--- src/rtl/core/isgd_pkg.sv ---
// Shared types, constants and tables of the shake and tilt gesture detector.
package isgd_pkg;

    localparam int ACCUM_BITS_DEF   = 24;
    localparam int CORDIC_STEPS_DEF = 16;
    localparam int CORDIC_XY_W      = 27;
    localparam int CORDIC_Z_W       = 26;
    localparam int PITCH_W          = 15;

    localparam logic [6:0]  DT_CAP_MS   = 7'd100;
    localparam logic [13:0] PITCH_LIMIT = 14'd11520;
    localparam logic signed [CORDIC_Z_W-1:0] QUARTER_TURN = CORDIC_Z_W'(90 * 65536);

    localparam logic [14:0] GYRO_THR_RST    = 15'd1600;
    localparam logic [15:0] SHAKE_TRIG_RST  = 16'd300;
    localparam logic [15:0] SHAKE_COOL_RST  = 16'd2000;
    localparam logic [13:0] TILT_THR_RST    = 14'd1280;
    localparam logic [15:0] TILT_COOL_RST   = 16'd400;
    localparam logic [15:0] CALIB_DELAY_RST = 16'd1500;

    typedef enum logic [2:0] {
        CFG_GYRO_THR    = 3'd0,
        CFG_SHAKE_TRIG  = 3'd1,
        CFG_SHAKE_COOL  = 3'd2,
        CFG_TILT_THR    = 3'd3,
        CFG_TILT_COOL   = 3'd4,
        CFG_CALIB_DELAY = 3'd5
    } t_cfg_idx;

    typedef enum logic [2:0] {
        ST_IDLE,
        ST_START,
        ST_RUN,
        ST_UPD,
        ST_FIN
    } t_state;

    typedef enum logic [1:0] {
        CS_IDLE,
        CS_ITER,
        CS_ROUND
    } t_cs_state;

    typedef struct packed {
        logic [31:0]        now_ms;
        logic               gyro_ok;
        logic signed [15:0] gyro_x;
        logic signed [15:0] gyro_y;
        logic signed [15:0] gyro_z;
        logic               accel_ok;
        logic signed [15:0] accel_y;
        logic signed [15:0] accel_z;
    } t_in_word;

    typedef struct packed {
        logic shake_fire;
        logic tilt_fire;
        logic tilt_positive;
        logic is_calibrated;
    } t_out_word;

    // atan(2^-i) in 1/65536 degree
    function automatic logic signed [CORDIC_Z_W-1:0] atan_entry(input logic [4:0] i);
        logic signed [CORDIC_Z_W-1:0] v;
        case (i)
            5'd0:    v = CORDIC_Z_W'(2949120);
            5'd1:    v = CORDIC_Z_W'(1740967);
            5'd2:    v = CORDIC_Z_W'(919879);
            5'd3:    v = CORDIC_Z_W'(466945);
            5'd4:    v = CORDIC_Z_W'(234379);
            5'd5:    v = CORDIC_Z_W'(117304);
            5'd6:    v = CORDIC_Z_W'(58666);
            5'd7:    v = CORDIC_Z_W'(29335);
            5'd8:    v = CORDIC_Z_W'(14668);
            5'd9:    v = CORDIC_Z_W'(7334);
            5'd10:   v = CORDIC_Z_W'(3667);
            5'd11:   v = CORDIC_Z_W'(1833);
            5'd12:   v = CORDIC_Z_W'(917);
            5'd13:   v = CORDIC_Z_W'(458);
            5'd14:   v = CORDIC_Z_W'(229);
            5'd15:   v = CORDIC_Z_W'(115);
            5'd16:   v = CORDIC_Z_W'(57);
            5'd17:   v = CORDIC_Z_W'(29);
            5'd18:   v = CORDIC_Z_W'(14);
            5'd19:   v = CORDIC_Z_W'(7);
            5'd20:   v = CORDIC_Z_W'(4);
            5'd21:   v = CORDIC_Z_W'(2);
            5'd22:   v = CORDIC_Z_W'(1);
            default: v = '0;
        endcase
        return v;
    endfunction

endpackage

--- src/rtl/core/imu_shake_tilt_gesture_detector.sv ---
// Top level of the IMU shake and tilt gesture detector.
//
// Takes one IMU sample word at a time and returns one result word per sample:
// shake_fire, tilt_fire, tilt_positive and is_calibrated. The processing time
// is set by the bit-serial squarer, which squares each of the three gyro axes
// and the shake threshold one multiplier bit at a time; the CORDIC pitch unit
// runs alongside it. The input stalls from acceptance until the result moves
// into the output register; a finished result may wait there while the next
// sample is accepted. Configuration registers are written through the cfg
// channel, which is always ready; write them only while the block is idle.
module imu_shake_tilt_gesture_detector
    import isgd_pkg::*;
#(
    parameter int ACCUM_BITS   = ACCUM_BITS_DEF,
    parameter int CORDIC_STEPS = CORDIC_STEPS_DEF
) (
    input  logic        i_clk,
    input  logic        i_rst_n,
    // sample input
    input  logic        i_valid,
    output logic        o_stall,
    input  t_in_word    i_data,
    // result output
    output logic        o_valid,
    input  logic        i_stall,
    output t_out_word   o_data,
    // configuration writes
    input  logic        i_cfg_valid,
    output logic        o_cfg_ready,
    input  logic [2:0]  i_cfg_index,
    input  logic [15:0] i_cfg_data
);

    // configuration
    logic [14:0] r_gyro_thr;
    logic [15:0] r_shake_trig, r_shake_cool, r_tilt_cool, r_calib_delay;
    logic [13:0] r_tilt_thr;

    // control and state
    t_state    r_state, n_state;
    t_in_word  r_in;
    logic      r_sq_flag, r_co_flag;
    logic [ACCUM_BITS-1:0] r_accum;
    logic [31:0] r_last_gyro, r_last_shake, r_calib_start, r_last_tilt;
    logic signed [PITCH_W-1:0] r_neutral, r_pitch_eff;
    logic      r_cal;
    logic      r_out_valid;
    t_out_word r_out;

    logic sq_done, co_done;
    logic [31:0] mag2, thr2;
    logic signed [PITCH_W-1:0] pitch;
    logic start;
    logic out_free;

    // shake arithmetic
    logic [31:0] dt_raw;
    logic [6:0]  dt_cap;
    logic [10:0] inc, dec;
    logic [ACCUM_BITS:0] acc_sum;
    logic [ACCUM_BITS-1:0] acc_up, acc_dn;
    logic [19:0] trig10;
    logic shake_now, tilt_now, tilt_pos, calib_now;
    logic signed [PITCH_W:0] delta;
    logic [PITCH_W:0] delta_mag;

    assign o_cfg_ready = 1'b1;

    // hold the configuration registers, mask each to its width
    always_ff @(posedge i_clk) begin
        if (!i_rst_n) begin
            r_gyro_thr    <= GYRO_THR_RST;
            r_shake_trig  <= SHAKE_TRIG_RST;
            r_shake_cool  <= SHAKE_COOL_RST;
            r_tilt_thr    <= TILT_THR_RST;
            r_tilt_cool   <= TILT_COOL_RST;
            r_calib_delay <= CALIB_DELAY_RST;
        end else if (i_cfg_valid && o_cfg_ready) begin
            unique case (i_cfg_index)
                CFG_GYRO_THR:    r_gyro_thr    <= i_cfg_data[14:0];
                CFG_SHAKE_TRIG:  r_shake_trig  <= i_cfg_data;
                CFG_SHAKE_COOL:  r_shake_cool  <= i_cfg_data;
                CFG_TILT_THR:    r_tilt_thr    <= i_cfg_data[13:0];
                CFG_TILT_COOL:   r_tilt_cool   <= i_cfg_data;
                CFG_CALIB_DELAY: r_calib_delay <= i_cfg_data;
                default: ;
            endcase
        end
    end

    assign start = (r_state == ST_START);

    isgd_sq u_sq (
        .i_clk   (i_clk),
        .i_rst_n (i_rst_n),
        .i_start (start),
        .i_gx    (r_in.gyro_x),
        .i_gy    (r_in.gyro_y),
        .i_gz    (r_in.gyro_z),
        .i_thr   (r_gyro_thr),
        .o_done  (sq_done),
        .o_mag2  (mag2),
        .o_thr2  (thr2)
    );

    isgd_cordic #(
        .CORDIC_STEPS (CORDIC_STEPS)
    ) u_cordic (
        .i_clk   (i_clk),
        .i_rst_n (i_rst_n),
        .i_start (start),
        .i_ay    (r_in.accel_y),
        .i_az    (r_in.accel_z),
        .o_done  (co_done),
        .o_pitch (pitch)
    );

    // the output register is free when empty or being drained this cycle
    assign out_free = !r_out_valid || !i_stall;
    assign o_stall  = (r_state != ST_IDLE);
    assign o_valid  = r_out_valid;
    assign o_data   = r_out;

    // leaky accumulator update: gain 10*dt above threshold, else lose 3*dt
    always_comb begin
        dt_raw  = r_in.now_ms - r_last_gyro;
        dt_cap  = (dt_raw > 32'(DT_CAP_MS)) ? DT_CAP_MS : dt_raw[6:0];
        inc     = (11'(dt_cap) << 3) + (11'(dt_cap) << 1);
        dec     = (11'(dt_cap) << 1) + 11'(dt_cap);
        acc_sum = (ACCUM_BITS+1)'(r_accum) + (ACCUM_BITS+1)'(inc);
        acc_up  = acc_sum[ACCUM_BITS] ? {ACCUM_BITS{1'b1}} : acc_sum[ACCUM_BITS-1:0];
        acc_dn  = (r_accum > ACCUM_BITS'(dec)) ? r_accum - ACCUM_BITS'(dec) : '0;
    end

    // fire decisions, made once the accumulator and pitch have settled
    always_comb begin
        trig10    = (20'(r_shake_trig) << 3) + (20'(r_shake_trig) << 1);
        shake_now = r_in.gyro_ok && (33'(r_accum) >= 33'(trig10))
                 && ((r_in.now_ms - r_last_shake) >= 32'(r_shake_cool));
        delta     = (PITCH_W+1)'(r_pitch_eff) - (PITCH_W+1)'(r_neutral);
        delta_mag = delta[PITCH_W] ? (PITCH_W+1)'(-delta) : (PITCH_W+1)'(delta);
        tilt_now  = r_cal && (delta_mag > (PITCH_W+1)'(r_tilt_thr))
                 && ((r_in.now_ms - r_last_tilt) >= 32'(r_tilt_cool));
        tilt_pos  = tilt_now && !delta[PITCH_W] && (delta != '0);
        calib_now = !r_cal && (r_calib_start != 32'd0)
                 && ((r_in.now_ms - r_calib_start) > 32'(r_calib_delay));
    end

    // sequencer: capture, run the serial units, update, finish
    always_comb begin
        n_state = r_state;
        unique case (r_state)
            ST_IDLE:  if (i_valid) n_state = ST_START;
            ST_START: n_state = ST_RUN;
            ST_RUN:   if (r_sq_flag && r_co_flag) n_state = ST_UPD;
            ST_UPD:   n_state = ST_FIN;
            ST_FIN:   if (out_free) n_state = ST_IDLE;
            default:  n_state = ST_IDLE;
        endcase
    end

    always_ff @(posedge i_clk) begin
        if (!i_rst_n) begin
            r_state <= ST_IDLE;
        end else begin
            r_state <= n_state;
        end
    end

    always_ff @(posedge i_clk) begin
        if (!i_rst_n) begin
            r_sq_flag     <= 1'b0;
            r_co_flag     <= 1'b0;
            r_accum       <= '0;
            r_last_gyro   <= '0;
            r_last_shake  <= '0;
            r_calib_start <= '0;
            r_last_tilt   <= '0;
            r_neutral     <= '0;
            r_cal         <= 1'b0;
            r_out_valid   <= 1'b0;
        end else begin
            // drop the drained word unless a new one loads this cycle
            if (r_out_valid && !i_stall && !((r_state == ST_FIN) && out_free)) begin
                r_out_valid <= 1'b0;
            end
            unique case (r_state)
                ST_IDLE: begin
                    if (i_valid) begin
                        r_in <= i_data;
                    end
                end
                ST_START: begin
                    r_sq_flag <= 1'b0;
                    r_co_flag <= 1'b0;
                end
                ST_RUN: begin
                    if (sq_done) r_sq_flag <= 1'b1;
                    if (co_done) r_co_flag <= 1'b1;
                end
                ST_UPD: begin
                    r_pitch_eff <= r_in.accel_ok ? pitch : '0;
                    if (r_in.gyro_ok) begin
                        r_last_gyro <= r_in.now_ms;
                        r_accum     <= (mag2 > thr2) ? acc_up : acc_dn;
                    end
                end
                ST_FIN: begin
                    if (out_free) begin
                        if (shake_now) begin
                            r_accum      <= '0;
                            r_last_shake <= r_in.now_ms;
                        end
                        if (!r_cal) begin
                            if (r_calib_start == 32'd0) begin
                                r_calib_start <= r_in.now_ms;
                            end else if (calib_now) begin
                                r_neutral <= r_pitch_eff;
                                r_cal     <= 1'b1;
                            end
                        end
                        if (tilt_now) begin
                            r_last_tilt <= r_in.now_ms;
                        end
                        r_out.shake_fire    <= shake_now;
                        r_out.tilt_fire     <= tilt_now;
                        r_out.tilt_positive <= tilt_pos;
                        r_out.is_calibrated <= r_cal || calib_now;
                        r_out_valid         <= 1'b1;
                    end
                end
                default: ;
            endcase
        end
    end

    a_accept_starts: assert property (@(posedge i_clk) disable iff (!i_rst_n)
        (i_valid && !o_stall) |=> (r_state == ST_START))
        else $error("accepted word did not start the serial units");

    a_calib_sticky: assert property (@(posedge i_clk) disable iff (!i_rst_n)
        r_cal |=> r_cal)
        else $error("calibration latch dropped");

    a_dir_needs_fire: assert property (@(posedge i_clk) disable iff (!i_rst_n)
        o_valid |-> (o_data.tilt_fire || !o_data.tilt_positive))
        else $error("tilt direction set without a tilt event");

    a_units_done: assert property (@(posedge i_clk) disable iff (!i_rst_n)
        (r_state == ST_UPD) |-> (r_sq_flag && r_co_flag))
        else $error("update reached before serial units finished");

endmodule

--- src/rtl/core/isgd_sq.sv ---
// Bit-serial squarer: gyro magnitude squared and threshold squared.
module isgd_sq
    import isgd_pkg::*;
(
    input  logic               i_clk,
    input  logic               i_rst_n,
    input  logic               i_start,
    input  logic signed [15:0] i_gx,
    input  logic signed [15:0] i_gy,
    input  logic signed [15:0] i_gz,
    input  logic [14:0]        i_thr,
    output logic               o_done,
    output logic [31:0]        o_mag2,
    output logic [31:0]        o_thr2
);

    logic        r_busy;
    logic        r_done;
    logic [1:0]  r_op;
    logic [3:0]  r_bit;
    logic [31:0] r_mcand;
    logic [15:0] r_mplier;
    logic [31:0] r_mag;
    logic [31:0] r_thr;
    logic [15:0] next_opnd;
    logic [31:0] partial;

    function automatic logic [15:0] abs16(input logic signed [15:0] g);
        return g[15] ? 16'(-g) : 16'(g);
    endfunction

    always_comb begin
        case (r_op)
            2'd0:    next_opnd = abs16(i_gy);
            2'd1:    next_opnd = abs16(i_gz);
            default: next_opnd = {1'b0, i_thr};
        endcase
        partial = r_mplier[0] ? r_mcand : 32'd0;
    end

    always_ff @(posedge i_clk) begin
        if (!i_rst_n) begin
            r_busy <= 1'b0;
            r_done <= 1'b0;
            r_op   <= '0;
            r_bit  <= '0;
        end else begin
            r_done <= 1'b0;
            if (i_start) begin
                r_busy   <= 1'b1;
                r_op     <= '0;
                r_bit    <= '0;
                r_mcand  <= {16'd0, abs16(i_gx)};
                r_mplier <= abs16(i_gx);
                r_mag    <= '0;
                r_thr    <= '0;
            end else if (r_busy) begin
                // add one partial product, advance one multiplier bit
                if (r_op == 2'd3) begin
                    r_thr <= r_thr + partial;
                end else begin
                    r_mag <= r_mag + partial;
                end
                r_mcand  <= r_mcand << 1;
                r_mplier <= r_mplier >> 1;
                r_bit    <= r_bit + 4'd1;
                if (r_bit == 4'd15) begin
                    if (r_op == 2'd3) begin
                        r_busy <= 1'b0;
                        r_done <= 1'b1;
                    end else begin
                        r_op     <= r_op + 2'd1;
                        r_bit    <= '0;
                        r_mcand  <= {16'd0, next_opnd};
                        r_mplier <= next_opnd;
                    end
                end
            end
        end
    end

    assign o_done = r_done;
    assign o_mag2 = r_mag;
    assign o_thr2 = r_thr;

endmodule

--- src/rtl/core/isgd_cordic.sv ---
// Iterative vectoring CORDIC giving pitch atan2(ay, az) in 1/64 degree.
module isgd_cordic
    import isgd_pkg::*;
#(
    parameter int CORDIC_STEPS = CORDIC_STEPS_DEF
) (
    input  logic                      i_clk,
    input  logic                      i_rst_n,
    input  logic                      i_start,
    input  logic signed [15:0]        i_ay,
    input  logic signed [15:0]        i_az,
    output logic                      o_done,
    output logic signed [PITCH_W-1:0] o_pitch
);

    localparam int IW = (CORDIC_STEPS > 1) ? $clog2(CORDIC_STEPS) : 1;
    localparam int QW = CORDIC_Z_W - 10;

    t_cs_state r_cs;
    logic      r_done;
    logic      r_zero;
    logic [IW-1:0] r_i;
    logic signed [CORDIC_XY_W-1:0] r_x, r_y;
    logic signed [CORDIC_Z_W-1:0]  r_z;
    logic signed [PITCH_W-1:0]     r_pitch;

    logic signed [CORDIC_XY_W-1:0] ay_e, az_e, x0, y0, xs, ys;
    logic signed [CORDIC_Z_W-1:0]  z0, step_ang;
    logic [CORDIC_Z_W-1:0]         z_abs;
    logic [QW-1:0]                 q_raw, q_lim;
    logic signed [PITCH_W-1:0]     pitch_rnd;

    always_comb begin
        ay_e = CORDIC_XY_W'(i_ay);
        az_e = CORDIC_XY_W'(i_az);
        // rotate into the right half-plane
        if (az_e < 0) begin
            if (ay_e >= 0) begin
                x0 = ay_e;
                y0 = -az_e;
                z0 = QUARTER_TURN;
            end else begin
                x0 = -ay_e;
                y0 = az_e;
                z0 = -QUARTER_TURN;
            end
        end else begin
            x0 = az_e;
            y0 = ay_e;
            z0 = '0;
        end
        xs       = r_x >>> r_i;
        ys       = r_y >>> r_i;
        step_ang = atan_entry(5'(r_i));
        // round half away from zero, then clamp
        z_abs    = r_z[CORDIC_Z_W-1] ? CORDIC_Z_W'(-r_z) : CORDIC_Z_W'(r_z);
        q_raw    = QW'((z_abs + CORDIC_Z_W'(512)) >> 10);
        q_lim    = (q_raw > QW'(PITCH_LIMIT)) ? QW'(PITCH_LIMIT) : q_raw;
        pitch_rnd = r_z[CORDIC_Z_W-1] ? -PITCH_W'($signed({1'b0, q_lim}))
                                      : PITCH_W'($signed({1'b0, q_lim}));
    end

    always_ff @(posedge i_clk) begin
        if (!i_rst_n) begin
            r_cs   <= CS_IDLE;
            r_done <= 1'b0;
        end else begin
            r_done <= 1'b0;
            unique case (r_cs)
                CS_IDLE: begin
                    if (i_start) begin
                        r_zero <= (i_ay == 16'sd0) && (i_az == 16'sd0);
                        r_x    <= x0 <<< 8;
                        r_y    <= y0 <<< 8;
                        r_z    <= z0;
                        r_i    <= '0;
                        r_cs   <= CS_ITER;
                    end
                end
                CS_ITER: begin
                    if (!r_y[CORDIC_XY_W-1]) begin
                        r_x <= r_x + ys;
                        r_y <= r_y - xs;
                        r_z <= r_z + step_ang;
                    end else begin
                        r_x <= r_x - ys;
                        r_y <= r_y + xs;
                        r_z <= r_z - step_ang;
                    end
                    r_i <= r_i + IW'(1);
                    if (r_i == IW'(CORDIC_STEPS - 1)) begin
                        r_cs <= CS_ROUND;
                    end
                end
                CS_ROUND: begin
                    r_pitch <= r_zero ? '0 : pitch_rnd;
                    r_done  <= 1'b1;
                    r_cs    <= CS_IDLE;
                end
                default: r_cs <= CS_IDLE;
            endcase
        end
    end

    assign o_done  = r_done;
    assign o_pitch = r_pitch;

endmodule

--- config.mk ---
export PLATFORM = sky130hd
export DESIGN_NAME = imu_shake_tilt_gesture_detector
export DESIGN_NICKNAME = d
export VERILOG_FILES = /design/src/rtl/core/isgd_pkg.sv /design/src/rtl/core/imu_shake_tilt_gesture_detector.sv /design/src/rtl/core/isgd_sq.sv /design/src/rtl/core/isgd_cordic.sv
export SDC_FILE = /design/constraint.sdc
export NUM_CORES = 2
export LEC_CHECK = 0
export ABC_AREA = 1
export BUFFER_PORTS_ARGS = -buffer_cell sky130_fd_sc_hd__buf_2
export CAP_MARGIN = 5
export CORE_MARGIN = 2
export CORE_UTILIZATION = 60
export CTS_CLUSTER_SIZE = 8
export DETAILED_ROUTE_END_ITERATION = 6
export GPL_TIMING_DRIVEN = 0
export MAX_ROUTING_LAYER = met4
export PLACE_DENSITY = 0.79
export SYNTH_ARGS = -nofsm -noshare
export SYNTH_HDL_FRONTEND = slang
export SYNTH_SLANG_ARGS = --single-unit
--- constraint.sdc ---
create_clock -name i_clk -period 10.77 [get_ports i_clk]
set_input_delay 1.077 -clock i_clk [delete_from_list [all_inputs] [get_ports i_clk]]
set_output_delay 1.077 -clock i_clk [all_outputs]
set_load 0.1 [all_outputs]
==> impl_results.md <==
* FF+latch area at 0.0164 mm^2
* Post-cts resize count at 0
* MaxCap Viol Count at 0
* Sw Share at 39.5%
* Number of global-route vias before repair at 47609
* Fin. Hold Viols at 0
* Final min period at 9.01 ns
* Maximum clock path buffer count at 3
* DP HPWL at 127000 um
* Layout cells sized above 1 at 5.67%
* Fin nets at 8136
* Distinct cells, synth at 80
* Routed WL at 163000 um
* Largest net degree at the start of global routing at 38
* Fill cells at 7588
* Placer Congestion at 1.01
* Via/cell ratio at 5.84
* Max IR drop VDD at 172 uV
* Post-synth EDFFs at 345
* Fin area at 0.0566 mm^2
* Comb pwr share at 38.7%
* Startpoint Class: flip-flop
* Worst rel slew slack at 11.8%
* Clock power frac at 29.0%
* CTS clock-pin slew for the worst setup and hold paths at 0.06 ns
* CP most frequent cell: nand2_1
* Synth Flop Type: edfxtp_1
* Area of the multi-input gates at 0.0307 mm^2
* Placed Instance Area at 0.0539 mm^2
* Critical R2R Launch: r_in[82]$_DFFE_PP_
* Die area at 0.0883 mm^2
* Setup violators final at 0
* Worst-Skew Late Latency at 0.68 ns
* Largest cells by area after synthesis: edfxtp_1 20%, dfxtp_1 12%, nand2_1 11%
* Port bufs at 142
* Max Fclk at 111 MHz
* Area Overhead vs Synth at 9.79%
* Clk sink count at 645
* Post-synthesis cell area at 0.0516 mm^2
* Net switching power at 3760 uW
* Internal power at 5770 uW
* IO Pins at 145
* Synth Net Count at 7891
* Post-CTS Setup Bufs at 0
* Initial drt markers at 4554
* Fin. max-slew vios at 0
* Die Span X at 297 um
* Pwr Density at 168 mW/mm^2
* Outcome: complete, no violations
* CP max FO at 10
* Critical Path End Type: flip-flop
* Top-area cell type share of the netlist area at 20.1%
* Htree depth at 3
* Ys async rst share at 0%
* # hold bufs at CTS at 0
* Yosys warnings at 0
* Congestion Overflow GR at 0
* Global Route Usage Sum at 36.7%
* Remaining DRCs at 0
* Site row count at 107
* RSZ-0062 raised after global routing: false
* Pre-CTS setup slack at 2.03 ns
* Tcrit/Tclk final at 83.7%
* Worst min path class: reg2reg
* First-pass GRT wire length at 252000 um
* Slew @ Worst Pin at 1.32 ns
* Via count at 50973
* Root Driver: clkbuf_16
* Sequential area share after synthesis at 31.7%
* Count leader, synth: nand2_1
* Commonest cells in the netlist: 1539 x nand2_1, 965 x inv_1, 737 x a21oi_1, 737 x nor2_1, 617 x o21ai_0
* Initial Utilization at 60.6%
* Routed wire per std cell at 18.6 um
* Register bit total from synthesis at 645
* Pre-antenna DRT Iters at 7
* Area leader, netlist: edfxtp_1
* Critical path class: reg2reg
* Cells after Synth at 7281
* Worst Slack Setup Final at 1.76 ns
* TritonCTS buffer count at 92
* Largest stage delay on the critical path at 0.70 ns
* Skew final at 0.0368 ns
* Crit. Startpoint: r_in[82]$_DFFE_PP_
* Core ar. at 0.0851 mm^2
* CTS tree: done
* CP arrival at 9.56 ns
* Data required time of the critical path at 11.32 ns
* Mean Syn Cell Area at 7.09 um^2
* Die extent in y at 297 um
* Critical path's slowest cell: xor2_1
* Seq pwr share at 32.3%
* Hold_sp: r_state[0]$_SDFFE_PN0P_
* Leak Pwr at 0.0259 uW
* Final core utilization at 66.5%
* Initial antenna violation count at 3
* Routed Antenna Nets at 0
state kept, by name, summed over array words and instances, names as in the netlist, 22 cells and up:
| name | flops |
|---|---|
| u_cordic.r_x | 27 |
| r_calib_start | 32 |
| u_cordic.r_z | 26 |
| u_sq.r_mcand | 32 |
| u_sq.o_mag2 | 32 |
| r_in | 114 |
| u_sq.o_thr2 | 32 |
| r_last_gyro | 32 |
| r_last_tilt | 32 |
| r_last_shake | 32 |
| r_accum | 24 |
| u_cordic.r_y | 27 |
| u_cordic.step_ang | 22 |
cells by family after synthesis:
kind of cell	after synthesis	share of synthesized area [%]
other	1	0.00727
multiplexers	26	0.504
XOR/XNOR	277	4.70
adder cells (fa/ha/maj)	472	11.7
AND/OR/NAND/NOR	2932	23.9
AO/OA/AOI/OAI	1740	18.7
buffers and inverters	1188	8.78
flip-flops	645	31.7
through the flow:
| step | hold WS [ns] | power, uW | TNS, ns | instances |
|---|---|---|---|---|
| after detailed placement | 0.444 | 6700 | 0 | 8575 |
| after floorplan | 0.422 | 5730 | 0 | 7281 |
| after global routing | 0.469 | 10100 | 0 | 8725 |
| after CTS | 0.450 | 9460 | 0 | 8721 |
| after global placement | 0.432 | 6630 | -84.16 | 8567 |
| final | 0.454 | 9530 | 0 | 8727 |
cells in the final DEF (no fill, tap or decap), types with 8 or more instances in the layout:
| cell | n |
|---|---|
| a211oi_1 | 12 |
| a21boi_0 | 16 |
| a21o_1 | 34 |
| a21oi_1 | 735 |
| a31oi_1 | 33 |
| buf_1 | 10 |
| buf_2 | 176 |
| clkbuf_1 | 193 |
| clkbuf_16 | 93 |
| dfxtp_1 | 300 |
| edfxtp_1 | 345 |
| fa_1 | 15 |
| ha_1 | 457 |
| inv_1 | 964 |
| inv_2 | 17 |
| mux2i_1 | 26 |
| nand2_1 | 1539 |
| nand2_2 | 30 |
| nand2_4 | 11 |
| nand3_1 | 283 |
| nand3b_1 | 21 |
| nand4_1 | 82 |
| nor2_1 | 736 |
| nor2_2 | 14 |
| nor2_4 | 8 |
| nor3_1 | 122 |
| nor3b_1 | 9 |
| nor4_1 | 28 |
| o211ai_1 | 60 |
| o21a_1 | 56 |
| o21ai_0 | 617 |
| o21ai_1 | 40 |
| o21bai_1 | 34 |
| o221ai_1 | 34 |
| o31ai_1 | 14 |
| or2_2 | 20 |
| xnor2_1 | 89 |
| xor2_1 | 188 |
final timing paths:
kind	endpoint	slack, ns	depth (start not counted)
hold / removal	r_state[0]$_SDFFE_PN0P_	0.45	1
setup / recovery	r_accum[12]$_SDFFE_PN0P_	1.76	36
hold reg to reg	r_state[0]$_SDFFE_PN0P_	0.45	1
setup reg to reg	r_accum[12]$_SDFFE_PN0P_	1.76	36
power by group through the flow:
| stage | Clock, uW | Combinational [uW] | Sequential, uW |
|---|---|---|---|
| 2_1_floorplan | 0 | 2670 | 3060 |
| 3_3_place_gp | 0 | 3490 | 3150 |
| 3_5_place_dp | 0 | 3580 | 3120 |
| 4_1_cts | 2780 | 3610 | 3080 |
| 5_1_grt | 2860 | 4110 | 3100 |
| 6_report | 2760 | 3680 | 3080 |
cell type report:
| type | instances | area share, % |
|---|---|---|
| inverter | 988 | 6.55 |
| sequential | 645 | 28.9 |
| multi-input combinational | 5448 | 54.2 |
| tap | 1144 | 2.53 |
| timing repair buffer | 151 | 1.60 |
| clock inverter | 8 | 0.252 |
| antenna | 5 | 0.0221 |
| clock buffer | 138 | 4.46 |
| buffer | 200 | 1.45 |
metal layers:
layer / track usage, % / up-vias / wire [um]
met2: 61.0 / 2113 / 76200
li1: - / 24968 / -
met3: 4.75 / 454 / 12300
met4: 16.1 / 0 / 8020
met5: - / - / 0
met1: 44.8 / 23438 / 66100
worst max-delay path, delay by kind of cell (launching register included):
family	cells	cell delay, ns
AOI/OAI and AO/OA	8	1.33
xor gates and xnor gates	2	0.91
adders and majority gates	5	1.49
buffers and inverters	4	1.02
DFF	1	0.54
and+or+nand+nor	17	3.57
(Power assumes the default switching activity.)
